==> config.mk <==
export PLATFORM = sky130hd
export DESIGN_NAME = positional_list_store_top_flat
export DESIGN_NICKNAME = d
export VERILOG_FILES = /design/src/design/pls_pkg.sv /design/src/design/pls_req_if.sv /design/src/design/positional_list_store_top.sv /design/src/design/pls_core.sv /design/src/flat_wrapper.sv
export SDC_FILE = /design/constraint.sdc
export NUM_CORES = 1
export LEC_CHECK = 0
export BUFFER_PORTS_ARGS = -buffer_cell sky130_fd_sc_hd__buf_2
export CORE_AREA = 4 4 271 273
export CTS_CLUSTER_SIZE = 24
export DETAILED_ROUTE_END_ITERATION = 8
export DIE_AREA = 0 0 275 277
export HOLD_SLACK_MARGIN = 0.08
export PLACE_DENSITY = 0.64
export SLEW_MARGIN = 20
export SYNTH_ARGS = -nofsm -noshare
export SYNTH_HDL_FRONTEND = slang
export SYNTH_SLANG_ARGS = --single-unit
==> constraint.sdc <==
create_clock -name clk -period 5.7 [get_ports clk]
set_input_delay 1.14 -clock clk [delete_from_list [all_inputs] [get_ports clk]]
set_output_delay 1.14 -clock clk [all_outputs]
set_load 0.05 [all_outputs]
==> src/design/pls_pkg.sv <==
// Shared types and constants for the positional list store.
// No dependencies; every other design file refers to this package by scope.
`timescale 1ns / 1ps
`default_nettype none

package pls_pkg;

    localparam int CAPACITY = 16;
    localparam int ADDR_W   = $clog2(CAPACITY);
    localparam int POS_W    = 5;
    localparam int CNT_W    = 5;
    localparam int ACT_W    = 3;
    localparam int STAT_W   = 2;
    localparam int DATA_W   = 32;

    localparam logic [ACT_W-1:0] ACT_INSERT   = 3'd0;
    localparam logic [ACT_W-1:0] ACT_DELETE   = 3'd1;
    localparam logic [ACT_W-1:0] ACT_RETRIEVE = 3'd2;
    localparam logic [ACT_W-1:0] ACT_REPLACE  = 3'd3;
    localparam logic [ACT_W-1:0] ACT_CLEAR    = 3'd4;

    localparam logic [STAT_W-1:0] ST_OK    = 2'd0;
    localparam logic [STAT_W-1:0] ST_RANGE = 2'd1;
    localparam logic [STAT_W-1:0] ST_FULL  = 2'd2;

    localparam logic signed [DATA_W-1:0] FAILED_DELETE_VALUE = -32'sd404;

    typedef enum logic [2:0] {
        S_IDLE,
        S_EXEC,
        S_SHIFT,
        S_FINISH,
        S_DONE
    } state_t;

    typedef struct packed {
        logic [ACT_W-1:0]         action;
        logic [POS_W-1:0]         position;
        logic signed [DATA_W-1:0] value;
    } request_t;

    typedef struct packed {
        logic [STAT_W-1:0]        status;
        logic signed [DATA_W-1:0] read_value;
        logic [CNT_W-1:0]         count;
    } result_t;

endpackage

`default_nettype wire

==> src/design/pls_req_if.sv <==
// Request and response channel interfaces for the positional list store.
// Depends on pls_pkg for field widths.
`timescale 1ns / 1ps
`default_nettype none

interface pls_req_if;
    logic                                      valid;
    logic                                      ready;
    logic [pls_pkg::ACT_W-1:0]                 action;
    logic [pls_pkg::POS_W-1:0]                 position;
    logic signed [pls_pkg::DATA_W-1:0]         value;

    modport source (output valid, output action, output position, output value,
                    input ready);
    modport sink (input valid, input action, input position, input value,
                  output ready);
endinterface

interface pls_rsp_if;
    logic                                      valid;
    logic                                      ready;
    logic [pls_pkg::STAT_W-1:0]                status;
    logic signed [pls_pkg::DATA_W-1:0]         read_value;
    logic [pls_pkg::CNT_W-1:0]                 count;

    modport source (output valid, output status, output read_value, output count,
                    input ready);
    modport sink (input valid, input status, input read_value, input count,
                  output ready);
endinterface

`default_nettype wire

==> src/design/positional_list_store_top.sv <==
// Sequence: replace, clear and failed requests go from the execute state straight to the result
//   register; retrieve, insert and delete pass through the shift and finish states first, and
//   shifts move one entry per cycle, set by the single write port of the entry memory.
// Throughput: one request at a time; the next is taken the cycle after the result is loaded.
// Reset: rst_n clears the sequencer, the element count and the result valid;
//   entries stay undefined until written.
`timescale 1ns / 1ps
`default_nettype none

module positional_list_store_top
(
    input  wire logic  clk,
    input  wire logic  rst_n,
    pls_req_if.sink    req,
    pls_rsp_if.source  rsp
);

    pls_pkg::request_t item;
    pls_pkg::result_t  core_result;
    pls_pkg::result_t  out_reg;
    logic              out_valid_reg, out_valid_next;
    logic              core_idle;
    logic              core_done;
    logic              ack;
    logic              start;

    assign item.action   = req.action;
    assign item.position = req.position;
    assign item.value    = req.value;

    assign req.ready = core_idle;
    assign start     = req.valid && core_idle;

    // load the result register whenever it is empty or being emptied
    assign ack = core_done && (!out_valid_reg || rsp.ready);

    pls_core u_core
    (
        .clk    (clk),
        .rst_n  (rst_n),
        .start  (start),
        .item   (item),
        .idle   (core_idle),
        .done   (core_done),
        .ack    (ack),
        .result (core_result)
    );

    always_comb
    begin
        out_valid_next = out_valid_reg;
        if (ack)
            out_valid_next = 1'b1;
        else if (rsp.ready)
            out_valid_next = 1'b0;
    end

    always_ff @(posedge clk or negedge rst_n)
    begin
        if (!rst_n)
            out_valid_reg <= 1'b0;
        else
            out_valid_reg <= out_valid_next;
    end

    always_ff @(posedge clk)
    begin
        if (ack)
            out_reg <= core_result;
    end

    assign rsp.valid      = out_valid_reg;
    assign rsp.status     = out_reg.status;
    assign rsp.read_value = out_reg.read_value;
    assign rsp.count      = out_reg.count;

endmodule

`default_nettype wire

==> src/design/pls_core.sv <==
// Sequencer and entry memory of the positional list store.
// Depends on pls_pkg. One request at a time; shifts move one entry per cycle.
`timescale 1ns / 1ps
`default_nettype none

module pls_core
(
    input  wire logic              clk,
    input  wire logic              rst_n,
    input  wire logic              start,
    input  wire pls_pkg::request_t item,
    output logic                   idle,
    output logic                   done,
    input  wire logic              ack,
    output pls_pkg::result_t       result
);

    localparam int AW = pls_pkg::ADDR_W;
    localparam int CW = pls_pkg::CNT_W;

    logic signed [pls_pkg::DATA_W-1:0] mem [pls_pkg::CAPACITY];

    pls_pkg::state_t state_reg, state_next;

    logic [pls_pkg::ACT_W-1:0]         action_reg;
    logic [pls_pkg::POS_W-1:0]         pos_reg;
    logic signed [pls_pkg::DATA_W-1:0] val_reg;
    logic [CW-1:0]                     count_reg, count_next;
    logic [AW-1:0]                     src_reg, src_next;
    logic [AW-1:0]                     dst_reg, dst_next;
    logic [CW-1:0]                     left_reg, left_next;
    logic                              up_reg, up_next;
    logic                              pend_reg, pend_next;
    logic                              cap_reg, cap_next;
    logic [pls_pkg::STAT_W-1:0]        status_reg, status_next;
    logic signed [pls_pkg::DATA_W-1:0] rdval_reg, rdval_next;
    logic signed [pls_pkg::DATA_W-1:0] rdata_reg;

    logic [AW-1:0]                     raddr;
    logic                              we;
    logic [AW-1:0]                     waddr;
    logic signed [pls_pkg::DATA_W-1:0] wdata;

    logic          pos_gt_count;
    logic          pos_ge_count;
    logic          list_full;
    logic [CW-1:0] cnt_dec;
    logic [CW-1:0] pos_cnt;
    logic [AW-1:0] pos_idx;

    assign pos_cnt      = CW'(pos_reg);
    assign pos_idx      = pos_reg[AW-1:0];
    assign pos_gt_count = pos_cnt > count_reg;
    assign pos_ge_count = pos_cnt >= count_reg;
    assign list_full    = count_reg == CW'(pls_pkg::CAPACITY);
    assign cnt_dec      = count_reg - CW'(1);

    // Next state
    always_comb
    begin
        state_next = state_reg;
        unique case (state_reg)
            pls_pkg::S_IDLE:
            begin
                if (start)
                    state_next = pls_pkg::S_EXEC;
            end
            pls_pkg::S_EXEC:
            begin
                priority case (action_reg)
                    pls_pkg::ACT_INSERT:
                        state_next = (pos_gt_count || list_full) ? pls_pkg::S_DONE
                                                                 : pls_pkg::S_SHIFT;
                    pls_pkg::ACT_DELETE,
                    pls_pkg::ACT_RETRIEVE:
                        state_next = pos_ge_count ? pls_pkg::S_DONE : pls_pkg::S_SHIFT;
                    default:
                        state_next = pls_pkg::S_DONE;
                endcase
            end
            pls_pkg::S_SHIFT:
            begin
                if (left_reg == '0)
                    state_next = pls_pkg::S_FINISH;
            end
            pls_pkg::S_FINISH:
                state_next = pls_pkg::S_DONE;
            pls_pkg::S_DONE:
            begin
                if (ack)
                    state_next = pls_pkg::S_IDLE;
            end
            default:
                state_next = pls_pkg::S_IDLE;
        endcase
    end

    // Datapath and memory control
    always_comb
    begin
        count_next  = count_reg;
        src_next    = src_reg;
        dst_next    = dst_reg;
        left_next   = left_reg;
        up_next     = up_reg;
        pend_next   = pend_reg;
        cap_next    = cap_reg;
        status_next = status_reg;
        rdval_next  = rdval_reg;
        raddr       = src_reg;
        we          = 1'b0;
        waddr       = dst_reg;
        wdata       = rdata_reg;
        idle        = 1'b0;
        done        = 1'b0;

        unique case (state_reg)
            pls_pkg::S_IDLE:
                idle = 1'b1;
            pls_pkg::S_EXEC:
            begin
                status_next = pls_pkg::ST_OK;
                rdval_next  = '0;
                pend_next   = 1'b0;
                cap_next    = 1'b0;
                priority case (action_reg)
                    pls_pkg::ACT_INSERT:
                    begin
                        if (pos_gt_count)
                            status_next = pls_pkg::ST_RANGE;
                        else if (list_full)
                            status_next = pls_pkg::ST_FULL;
                        left_next = count_reg - pos_cnt;
                        src_next  = cnt_dec[AW-1:0];
                        up_next   = 1'b1;
                    end
                    pls_pkg::ACT_DELETE:
                    begin
                        if (pos_ge_count)
                        begin
                            status_next = pls_pkg::ST_RANGE;
                            rdval_next  = pls_pkg::FAILED_DELETE_VALUE;
                        end
                        // read the removed entry now, capture it next cycle
                        raddr     = pos_idx;
                        cap_next  = 1'b1;
                        left_next = cnt_dec - pos_cnt;
                        src_next  = pos_idx + AW'(1);
                        up_next   = 1'b0;
                    end
                    pls_pkg::ACT_RETRIEVE:
                    begin
                        if (pos_ge_count)
                            status_next = pls_pkg::ST_RANGE;
                        raddr     = pos_idx;
                        cap_next  = 1'b1;
                        left_next = '0;
                    end
                    pls_pkg::ACT_REPLACE:
                    begin
                        if (pos_ge_count)
                            status_next = pls_pkg::ST_RANGE;
                        else
                        begin
                            we    = 1'b1;
                            waddr = pos_idx;
                            wdata = val_reg;
                        end
                    end
                    pls_pkg::ACT_CLEAR:
                        count_next = '0;
                    default:
                        status_next = pls_pkg::ST_RANGE;
                endcase
            end
            pls_pkg::S_SHIFT:
            begin
                // drain the entry read last cycle while the next one is read
                we    = pend_reg;
                waddr = dst_reg;
                wdata = rdata_reg;
                if (cap_reg)
                begin
                    rdval_next = rdata_reg;
                    cap_next   = 1'b0;
                end
                raddr     = src_reg;
                pend_next = left_reg != '0;
                if (left_reg != '0)
                begin
                    left_next = left_reg - CW'(1);
                    dst_next  = up_reg ? src_reg + AW'(1) : src_reg - AW'(1);
                    src_next  = up_reg ? src_reg - AW'(1) : src_reg + AW'(1);
                end
            end
            pls_pkg::S_FINISH:
            begin
                if (action_reg == pls_pkg::ACT_INSERT)
                begin
                    we         = 1'b1;
                    waddr      = pos_idx;
                    wdata      = val_reg;
                    count_next = count_reg + CW'(1);
                end
                else if (action_reg == pls_pkg::ACT_DELETE)
                    count_next = cnt_dec;
            end
            pls_pkg::S_DONE:
                done = 1'b1;
            default:
                idle = 1'b0;
        endcase
    end

    always_ff @(posedge clk or negedge rst_n)
    begin
        if (!rst_n)
        begin
            state_reg <= pls_pkg::S_IDLE;
            count_reg <= '0;
            left_reg  <= '0;
            pend_reg  <= 1'b0;
            cap_reg   <= 1'b0;
            up_reg    <= 1'b0;
        end
        else
        begin
            state_reg <= state_next;
            count_reg <= count_next;
            left_reg  <= left_next;
            pend_reg  <= pend_next;
            cap_reg   <= cap_next;
            up_reg    <= up_next;
        end
    end

    always_ff @(posedge clk)
    begin
        if (start && state_reg == pls_pkg::S_IDLE)
        begin
            action_reg <= item.action;
            pos_reg    <= item.position;
            val_reg    <= item.value;
        end
        src_reg    <= src_next;
        dst_reg    <= dst_next;
        status_reg <= status_next;
        rdval_reg  <= rdval_next;
    end

    // Entry memory: one write port, one registered read port
    always_ff @(posedge clk)
    begin
        if (we)
            mem[waddr] <= wdata;
        rdata_reg <= mem[raddr];
    end

    assign result.status     = status_reg;
    assign result.read_value = rdval_reg;
    assign result.count      = count_reg;

endmodule

`default_nettype wire

==> src/flat_wrapper.sv <==
// flat-port wrapper written by rule: the top's interface ports become plain ports
module positional_list_store_top_flat 
  (clk, rst_n, req_valid, req_action, req_position, req_value, req_ready, rsp_valid, rsp_status, rsp_read_value, rsp_count, rsp_ready);
  pls_req_if req_i ();
  pls_rsp_if rsp_i ();
  input  wire logic clk;
  input  wire logic rst_n;
  input wire logic [$bits(req_i.valid)-1:0] req_valid;
  input wire logic [$bits(req_i.action)-1:0] req_action;
  input wire logic [$bits(req_i.position)-1:0] req_position;
  input wire logic [$bits(req_i.value)-1:0] req_value;
  output wire logic [$bits(req_i.ready)-1:0] req_ready;
  output wire logic [$bits(rsp_i.valid)-1:0] rsp_valid;
  output wire logic [$bits(rsp_i.status)-1:0] rsp_status;
  output wire logic [$bits(rsp_i.read_value)-1:0] rsp_read_value;
  output wire logic [$bits(rsp_i.count)-1:0] rsp_count;
  input wire logic [$bits(rsp_i.ready)-1:0] rsp_ready;
  assign req_i.valid = req_valid;
  assign req_i.action = req_action;
  assign req_i.position = req_position;
  assign req_i.value = req_value;
  assign req_ready = req_i.ready;
  assign rsp_valid = rsp_i.valid;
  assign rsp_status = rsp_i.status;
  assign rsp_read_value = rsp_i.read_value;
  assign rsp_count = rsp_i.count;
  assign rsp_i.ready = rsp_ready;
  positional_list_store_top u_core (.clk(clk), .rst_n(rst_n), .req(req_i), .rsp(rsp_i));
endmodule
* Yosys cells after proc, flatten, opt, wreduce, memory -nomap -nowiden
Memories as Yosys holds them, arrays and structs flattened. A register that Yosys moved wholly into a read port is not among the register bits.
Index checks and enable logic that the tools add are counted.
** Cells by class
- $add $sub $neg :: 8
- Order comparisons :: 2
- Equality and inequality tests :: 18
- Multiplexer cells :: 51
- Reductions and logical operators :: 23
** Operators with widths (number)
- $mux 32 :: 6
- $pmux 32 s2 :: 2
- $mux 4 :: 8
- $pmux 4 s2 :: 3
- $mux 5 :: 4
- $pmux 5 s2 :: 2
- $mux 3 :: 5
- $pmux 3 s5 :: 1
- $pmux 5 s3 :: 1
- $eq 3x2->1 const B :: 4
- $reduce_and 3->1 :: 4
- $mux 1 :: 11
- $ne 2x2->1 const B :: 5
- $sub 5x1->5 const B :: 2
- $sub 5x5->5 :: 2
- $add 4x1->4 const B :: 2
- $reduce_bool 2->1 :: 4
- $eq 3x1->1 const B :: 2
- $eq 3x3->1 const B :: 2
- $logic_not 3->1 :: 2
- $ne 3x3->1 const B :: 2
- $pmux 1 s2 :: 3
- $pmux 2 s3 :: 1
- $pmux 3 s2 :: 1
- 17 further kinds :: 23
** Storage, ports and cells
- Bits in registers :: 138
- Bits in writable memories :: 512
- Bits of input ports :: 44
- Output and inout bits :: 41
- Word-level logic and storage cells :: 120
- Memories :: 1
** Memories
- u_core.u_core.mem :: depth 16, width 32, read ports 1, clocked after memory_dff 1, write ports 1, line pls_core.sv:21 : logic signed [pls_pkg::DATA_W-1:0] mem [pls_pkg::CAPACITY];

* Depth between registers and ports, before layout
Gate-level depths: netlist of run 1.
- Word-level depth :: 6
- Gate-level depth with buffers :: 12
- Gate-level depth less buffers :: 10

* Cells and area by module
From an unflattened synthesis of run 1, not the netlist that was laid out.
** Second synthesis, totals
- Cell total of the unflattened synthesis :: 1938
- Area, all modules :: 28698.8 µm²
** Modules (own cells, without submodules)
- pls_core :: instances 1, cells an instance 1894, area each 27477.6 µm², seq. area each 18878.1 µm²
- positional_list_store_top :: instances 1, cells an instance 44, area each 1221.2 µm², seq. area each 1196.1 µm²

* Least setup slack after synthesis of run 1
OpenSTA, ideal clock, no wires.
- Path kind :: reg2reg
- Start :: reg u_core.u_core.pos_reg (netlist bit u_core.u_core.pos_cnt[1])
- End :: mem u_core.u_core.mem[15][0] (netlist name), enable pin
- Library setup time :: 0.432 ns
- Arrival time :: 4.470 ns
- Data required time :: 5.268 ns
- Setup slack :: 0.798 ns
- Cell stages (with the launch flop) :: 13
- Path buffers :: 3
- Clock period less this slack :: 4.902 ns
- Path through :: edfxtp_1 -> clkbuf_1 -> clkinv_1 -> clkbuf_1 -> ha_1 -> nor2b_1 -> o211ai_1 -> a21boi_0 -> o21ai_0 -> o22ai_1 -> clkbuf_1 -> nand3_1 -> a21oi_1
** Between the ends
- Word-level cells in the longest chain between the ends :: 6
- Elaborated cells on any way between the ends :: 10
- Those cells by class :: order compare: 1; mux: 9
** RTL lines
- from (decl) :: line pls_core.sv:26 : logic [pls_pkg::POS_W-1:0] pos_reg;
- from (signal assigned) :: line pls_core.sv:242 : pos_reg <= item.position;
- $ge 5x5->1 :: line pls_core.sv:54 : assign pos_ge_count = pos_cnt >= count_reg;
- $mux 1 :: line pls_core.sv:161 : if (pos_ge_count)
- $mux 1 :: line pls_core.sv:126 : priority case (action_reg)
- $pmux 1 s3 :: line pls_core.sv:117 : unique case (state_reg)
- $mux 1 :: line pls_core.sv:254 : if (we)
- $mux 1 (not written as such) :: line pls_core.sv:255 : mem[waddr] <= wdata;
- to (decl) :: line pls_core.sv:21
Several ways; a longest one is shown, not always the timed one.

* Worst setup path after layout of run 1
- Start :: reg u_core.u_core.pos_reg (netlist bit u_core.u_core.pos_cnt[2])
- End :: mem u_core.u_core.mem[8][24] (netlist name), enable pin
The elaborated chain is that of the path after synthesis.

==> metrics.txt, run 1 <==
fill count 6,171; deepest level of the CTS H-tree 3; number of detailed-route iterations in the first pass 6; CTS clock-pin slew for the worst setup and hold paths 60 ps; port buffer count 84; Total Power Consumption 13.6 mW; sequential cell area fraction in the yosys report 71.1%; hold buffer count at cts 0; number of vias per cell 5.89; unrepaired setup endpoints after global routing no; crit path setup slack, layout 1060 ps; leakage power total 11.0 nW; startpoint types flip-flop; Yosys warnings 0; Yosys top cell area share 67.3%; topmost layer with routed signal wires met5; drt drc 0; FP Rows 98; first-pass GRT wire length 114,000 µm; register containing the most flip-flops in the final layout u_core.u_core.mem; Final GP Congestion 0.890; share of cells above drive strength 1 15.6%; leading cell types by total area after synthesis sky130_fd_sc_hd__edfxtp_1 67%, sky130_fd_sc_hd__nand2_1 3.6%, sky130_fd_sc_hd__a21oi_1 3.5%; I/O pins 85; Mapped Nets 2,071; number of violations reported at the end of detailed-routing iteration 0 2,340; vertical die dimension 277 µm; Crit Path Category flip-flop to flip-flop; maximum fanout along the worst path 17; WL/cell 25.3 µm; # diodes 0; via count 18,200; count of flip-flops with a built-in enable after synthesis 633; sum of met3 wire segment lengths after detailed routing 8850 µm; final wirelength 78,200 µm; area of the die 76,200 µm²; pin count of the biggest net entering global routing 65; horizontal extent of the die 275 µm; Final Cycle Share 81.4%; Seq cells post-synth 682; average cell area after synthesis 14.1 µm²; number of slew-limit violations in the final report 0; post-CTS repair timing setup buffer count 0; setup slack after placement 1130 ps; critical path required time 5990 ps; post-synthesis instance area 28,200 µm²; number of maximum-capacitance constraint violations 0; met2 wire length 35,200 µm; vias in the first global route 17,900; min cycle time layout 4640 ps; WP data arrival 4940 ps; clock network latency to the later pin of the worst-skew pair 620 ps; starting density of the core 39.7%; area of the multi-input gates 7600 µm²; largest buffer count on any clock path 3; Final Hold Vio Count 0; number of library cell types mapped by synthesis 76; clk root buf sky130_fd_sc_hd__clkbuf_16; max-slew headroom at the worst pin 27.4%; number of resized instances in the post-cts repair step 0; FFs w/ async S/R, synth 2.49%; power density over the cells 421 nW/µm²; element type at the critical path end flip-flop; CTS sink cnt 682; cell type contributing the most total cell area after synthesis sky130_fd_sc_hd__edfxtp_1; aggregate global routing overflow 0; core region area 71,100 µm²; layout-stage area growth over the synthesis result 14.1%; final antenna-violating net count 0; total global-route track usage 20.0%; Post-Synthesis Cells 2,009; wl on met1 31,100 µm; number of flip-flops under the largest register name 512; end-of-flow core utilization 45.3%; Num CTS Buffers 72; final setup violation count 0; Total Negative Setup Slacks 0 ps; worst clock skew 19.5 ps; result of the run complete, no violations; highest achievable clock rate 215 MHz; measured slew at the worst slew-check pin 1080 ps; clock tree from TritonCTS done; Post-synth top flop sky130_fd_sc_hd__edfxtp_1; hold crit path type flip-flop to flip-flop; Seq. cell area 20,100 µm²; VDD IR max 0.275 mV; count of nets after finishing 2,150; initial antenna violation count 6; Post-DP HPWL 48,100 µm
==> cell usage after synthesis, drive strengths merged (34+ instances only) <==
master  number
a21o        34
a21oi      198
a31oi       47
buf         72
clkbuf      65
edfxtp     633
mux2        35
mux2i       82
nand2      272
nand3       55
nor2        83
o21ai       51
==> per-layer routing <==
layer | track usage, % | up-vias
li1 | - | 7963
met3 | 6.10 | 199
met5 | 1.28 | -
met1 | 26.8 | 9073
met4 | 7.87 | 4
met2 | 30.4 | 991
==> cell families after synthesis <==
logic type	share of synthesized area (%)
XOR/XNOR	0.647
AO/OA/AOI/OAI	12.8
buffers and inverters	2.80
AND/OR/NAND/NOR	7.26
adder cells (fa/ha/maj)	0.851
flip-flops	71.1
multiplexers	4.54
==> path summary, 6_finish.rpt <==
path	start	to	slack, ps	cells past startpoint
min in group asynchronous	rst_n	u_core.u_core.count_reg[4]	450	1
hold / removal	u_core.u_core.rdval_reg[6]	u_core.rsp.read_value[6]	410	0
setup / recovery	u_core.u_core.pos_cnt[2]	u_core.u_core.mem[8][24]	1060	10
max in group asynchronous	rst_n	u_core.u_core.state_reg[0]	4930	1
setup reg to reg	u_core.u_core.pos_cnt[2]	u_core.u_core.mem[8][24]	1060	10
hold reg to reg	u_core.u_core.rdval_reg[6]	u_core.rsp.read_value[6]	410	0
==> metrics by stage <==
| stage | std cells | hold slack (ps) | cell area, µm² |
|---|---|---|---|
| final | 3096 | 415 | 32200 |
| after global routing | 3096 | 423 | 32200 |
| after CTS | 3095 | 412 | 32200 |
| after detailed placement | 2963 | 405 | 29800 |
| after global placement | 2961 | 404 | 29800 |
| after floorplan | 2009 | 400 | 28200 |
==> power by group <==
group / internal, mW / total (mW) / switching (mW)
clock: 2.74 / 4.66 / 1.92
sequential: 6.17 / 6.47 / 0.291
combinational: 0.647 / 2.43 / 1.78
==> layout make-up <==
type | count | area share, %
clock inverters | 34 | 0.897
multi-input cells | 1173 | 23.6
inverters | 17 | 0.198
repair buffers | 142 | 2.87
clock buffers | 98 | 6.44
well taps | 950 | 3.69
flip-flops and latches | 682 | 62.3
==> worst max-delay path, cell delays in order, from the launching register on <==
cell and delay (ps):
sky130_fd_sc_hd__edfxtp_1 790, sky130_fd_sc_hd__inv_1 380, sky130_fd_sc_hd__ha_1 500, sky130_fd_sc_hd__o211ai_1 120, sky130_fd_sc_hd__a21boi_0 240, sky130_fd_sc_hd__o21ai_0 250
sky130_fd_sc_hd__o22ai_4 440, sky130_fd_sc_hd__buf_4 330, sky130_fd_sc_hd__mux2i_1 260, sky130_fd_sc_hd__nor2_4 610, sky130_fd_sc_hd__buf_4 390
==> cells in the final DEF (no fill, tap or decap), types with 16 or more instances in the layout <==
cell type,n
sky130_fd_sc_hd__buf_4,53
sky130_fd_sc_hd__nand3_1,55
sky130_fd_sc_hd__a31oi_1,47
sky130_fd_sc_hd__nor3_1,25
sky130_fd_sc_hd__edfxtp_1,633
sky130_fd_sc_hd__nand2_1,271
sky130_fd_sc_hd__nor2_1,67
sky130_fd_sc_hd__a21oi_1,194
sky130_fd_sc_hd__a221o_1,18
sky130_fd_sc_hd__clkbuf_16,77
sky130_fd_sc_hd__buf_2,84
sky130_fd_sc_hd__dfxtp_1,32
sky130_fd_sc_hd__o21ai_0,43
sky130_fd_sc_hd__a222oi_1,21
sky130_fd_sc_hd__mux2_2,35
sky130_fd_sc_hd__a21o_1,31
sky130_fd_sc_hd__dfrtp_1,17
sky130_fd_sc_hd__a211o_1,17
sky130_fd_sc_hd__mux2i_1,81
sky130_fd_sc_hd__o221ai_1,27
sky130_fd_sc_hd__a211oi_1,28
sky130_fd_sc_hd__ha_1,16
sky130_fd_sc_hd__a221oi_1,20
Note: power is estimated with default switching activity, not from simulation.
==> inputs of run 2 (changes only) <==
--- a/config.mk
+++ b/config.mk
@@ -5,11 +5,12 @@
 export SDC_FILE = /design/constraint.sdc
 export NUM_CORES = 1
 export LEC_CHECK = 0
+export ABC_AREA = 1
 export BUFFER_PORTS_ARGS = -buffer_cell sky130_fd_sc_hd__buf_2
-export CORE_AREA = 4 4 271 273
+export CORE_AREA = 4 4 277 279
 export CTS_CLUSTER_SIZE = 24
 export DETAILED_ROUTE_END_ITERATION = 8
-export DIE_AREA = 0 0 275 277
+export DIE_AREA = 0 0 281 283
 export HOLD_SLACK_MARGIN = 0.08
 export PLACE_DENSITY = 0.64
 export SLEW_MARGIN = 20
==> constraint.sdc (replaced) <==
create_clock -name clk -period 4.53 [get_ports clk]
set_input_delay 0.906 -clock clk [delete_from_list [all_inputs] [get_ports clk]]
set_output_delay 0.906 -clock clk [all_outputs]
set_load 0.05 [all_outputs]
==> metrics.txt, run 2 <==
crit path setup slack, layout 695 ps (-363 ps); most common cell after layout, fill and taps aside sky130_fd_sc_hd__edfxtp_1; initial antenna violation count 3 (-3); port buffer count 84 (unchanged); number of violations reported at the end of detailed-routing iteration 0 1,704 (-27%); layout-stage area growth over the synthesis result 14.1% (about the same); starting density of the core 39.6% (-0.053 points); first-pass GRT wire length 112,000 µm (-1.7%); number of flip-flops under the largest register name 512 (unchanged); highest achievable clock rate 261 MHz (+21%); number of resized instances in the post-cts repair step 0 (unchanged); sequential cell fraction of total power 44.9% (-2.8 points); hold buffer count at cts 0 (unchanged); leakage power total 14.2 nW (+29%); Crit path largest cell delay 540 ps (-250 ps); area after detailed placement 31,300 µm² (+5.0%); total global-route track usage 18.3% (-1.6 points); net switching power figure 6.15 mW (+54%); Seq. cell area 20,100 µm² (unchanged); number of maximum-capacitance constraint violations 0 (unchanged); final setup violation count 0 (unchanged); I/O pins 85 (unchanged); area fraction in compound gates after synthesis 2.22% (-11 points); depth of the most critical reg-to-reg path 13 (+3); post-route cell area 33,600 µm² (+4.2%); via count 19,400 (+6.5%); core region area 74,200 µm² (+4.3%); setup slack after placement 733 ps (-397 ps); FP Rows 100 (+2.0%); final wirelength 73,800 µm (-5.6%); Num CTS Buffers 70 (-2.8%); Crit Path Category flip-flop to flip-flop; pin count of the biggest net entering global routing 129 (+98%); Total Negative Setup Slacks 0 ps (unchanged); delay-heaviest family, CP simple AND/OR/NAND/NOR gates; fill count 6,700 (+8.6%); area of the die 79,500 µm² (+4.4%); sequential cell area fraction in the yosys report 68.2% (-2.9 points); min cycle time layout 3830 ps (-807 ps); Post-DP HPWL 42,800 µm (-11%); Post-synth top flop sky130_fd_sc_hd__edfxtp_1; FFs w/ async S/R, synth 2.49% (unchanged); GR Layer Usage met1 24.4% (-2.4 points); maximum fanout along the worst path 13 (-4); hold crit path type input port to asynchronous set/reset pin; leading cell types by total area after synthesis sky130_fd_sc_hd__edfxtp_1 65%, sky130_fd_sc_hd__nand3_1 11%, sky130_fd_sc_hd__inv_1 7.7%; vias in the first global route 18,700 (+4.5%); proportion of synthesized area in mux cells 0% (-4.5 points); aggregate global routing overflow 0 (unchanged); Power Internal 12.5 mW (+31%); cell chain of the critical path inv_1 > ha_1 > nand2_1 > o21ai_1 > nand2_1 > nand2_1 > nand3_2 > nand2_2 > inv_2 > nand2_1 > nand3_1 > nor2_4 > buf_4; Yosys warnings 0 (unchanged); Final Cycle Share 84.7% (+3.2 points); number of cells after detailed placement 3,766 (+27%); basic-gate share of the synthesized area counting and, or, nand and nor cells 18.2% (+11 points); met2 global-route usage 29.8% (-0.62 points); WP data arrival 4120 ps (-820 ps); share of cells above drive strength 1 10.6% (-5.1 points); post-CTS repair timing setup buffer count 0 (unchanged); largest buffer count on any clock path 3 (unchanged); most used standard cell by instance count after synthesis sky130_fd_sc_hd__edfxtp_1; deepest level of the CTS H-tree 3 (unchanged); power share of the combinational group 25.8% (+7.9 points); number of non-filler instances in the completed layout 3,897 (+26%); drt drc 0 (unchanged); end-of-flow core utilization 45.3% (-0.053 points); element type at the critical path end flip-flop; startpoint of the most critical register-to-register path u_core.u_core.pos_cnt[1]; startpoint types flip-flop; horizontal extent of the die 281 µm (+2.2%); CTS sink cnt 682 (unchanged); Synth top cells by count 633 x sky130_fd_sc_hd__edfxtp_1, 628 x sky130_fd_sc_hd__nand3_1, 601 x sky130_fd_sc_hd__inv_1, 496 x sky130_fd_sc_hd__nand2_1, 79 x sky130_fd_sc_hd__o21ai_0; terminus of the critical flop-to-flop path u_core.u_core.mem[14][10]; final antenna-violating net count 0 (unchanged); result of the run complete, no violations; worst hold margin 240 ps (-175 ps); count of flip-flops with a built-in enable after synthesis 633 (unchanged); number of library cell types mapped by synthesis 38 (-50%); Seq cells post-synth 682 (unchanged); FF-to-FF setup slack 700 ps (-360 ps); Total Power Consumption 18.6 mW (+38%); Most common cell on crit path sky130_fd_sc_hd__nand2_1; unrepaired setup endpoints after global routing no; number of detailed-route iterations in the first pass 5 (-1); leading cell types in the layout, fill and taps excluded 633 x sky130_fd_sc_hd__edfxtp_1, 627 x sky130_fd_sc_hd__nand3_1, 599 x sky130_fd_sc_hd__inv_1; met3 usage 3.75% (-2.4 points); CTS clock-pin slew for the worst setup and hold paths 60 ps (about the same); slowest cell on the critical path sky130_fd_sc_hd__edfxtp_1; Post-Synthesis Cells 2,769 (+38%); power density over the cells 555 nW/µm² (+32%); worst clock skew 23.3 ps (+3.81 ps); Critical path buffers and inverters 3 (unchanged); average cell area after synthesis 10.6 µm² (-24%); area of the multi-input gates 6610 µm² (-13%); most used routing layer met2; clock share of power 29.3% (-5.1 points); post-synthesis instance area 29,400 µm² (+4.2%); number of vias per cell 4.98 (-15%); vertical die dimension 283 µm (+2.2%); Final Hold Vio Count 0 (unchanged); dominant combinational cell family by area after synthesis simple AND/OR/NAND/NOR gates; adder and majority gate portion of the synthesized area 0.817% (-0.034 points); clock network latency to the later pin of the worst-skew pair 600 ps (-20 ps); max-slew headroom at the worst pin 30.4% (+3.0 points); WL/cell 18.9 µm (-25%); count of nets after finishing 2,933 (+36%); Yosys top cell area share 64.6% (-2.7 points); VDD IR max 0.299 mV (+8.8%); switching power as a share of total power 33.0% (+3.5 points); clk root buf sky130_fd_sc_hd__clkbuf_16; critical path required time 4810 ps (-1180 ps); register containing the most flip-flops in the final layout u_core.u_core.mem; fraction of synthesized cell area in xor and xnor cells 0.476% (-0.17 points); number of slew-limit violations in the final report 0 (unchanged); Mapped Nets 2,831 (+37%); clock tree from TritonCTS done; measured slew at the worst slew-check pin 1030 ps (-49.0 ps); cell type contributing the most total cell area after synthesis sky130_fd_sc_hd__edfxtp_1; Final GP Congestion 0.871 (-2.1%)
==> run 2: power groups by stage <==
stage | Combinational (mW) | Sequential [mW] | Clock (mW)
5_1_grt | 5.24 | 8.41 | 5.84
6_report | 4.81 | 8.38 | 5.47
2_1_floorplan | 2.66 | 8.76 | 0
4_1_cts | 4.75 | 8.39 | 5.58
3_5_place_dp | 4.73 | 8.51 | 0
3_3_place_gp | 4.68 | 8.50 | 0
==> run 2: logic make-up (layout without fill, tap and decap cells) <==
logic type	after synthesis	in the layout
adders and majority gates	18	18
and+or+nand+nor	1191	1191
other	0	1
buffers and inverters	741	899
AOI/OAI and AO/OA	121	121
DFF	682	682
xor gates and xnor gates	16	16
==> run 2: final cells by class <==
class	count	share of cell area [%]
flip-flops and latches	682	59.8
multi-input cells	1346	19.7
inverters	605	6.76
clock buffers	103	6.05
repair buffers	166	3.67
well taps	969	3.61
clock inverters	25	0.440
diodes	1	0.00745
==> run 2: worst max path at each step <==
stage	startpoint	end	slack, ps	depth (start not counted)
after floorplan	req_valid	u_core.u_core.action_reg[0]	350	2
after global routing	u_core.u_core.pos_cnt[1]	u_core.u_core.mem[4][26]	460	13
final	u_core.u_core.pos_cnt[1]	u_core.u_core.mem[14][10]	700	13
after detailed placement	u_core.u_core.pos_cnt[1]	u_core.u_core.mem[4][23]	730	11
after CTS	u_core.u_core.pos_cnt[1]	u_core.u_core.mem[4][21]	690	11
after global placement	u_core.u_core.pos_cnt[1]	u_core.u_core.mem[4][27]	750	11
==> run 2: layer usage <==
layer	wire (µm)	vias up	part of all wire (%)
met5	106	-	0.14
met3	5790	150	7.8
li1	-	9302	-
met1	31000	9241	42
met4	2330	2	3.2
met2	34700	721	47
==> run 2: worst reg2reg max path, delay by kind of cell (launching register included) <==
kind	cells	cell delay (ps)
adders and majority gates	1	360
AOI/OAI and AO/OA	1	210
buffers and inverters	3	720
and+or+nand+nor	8	1710
DFF	1	540
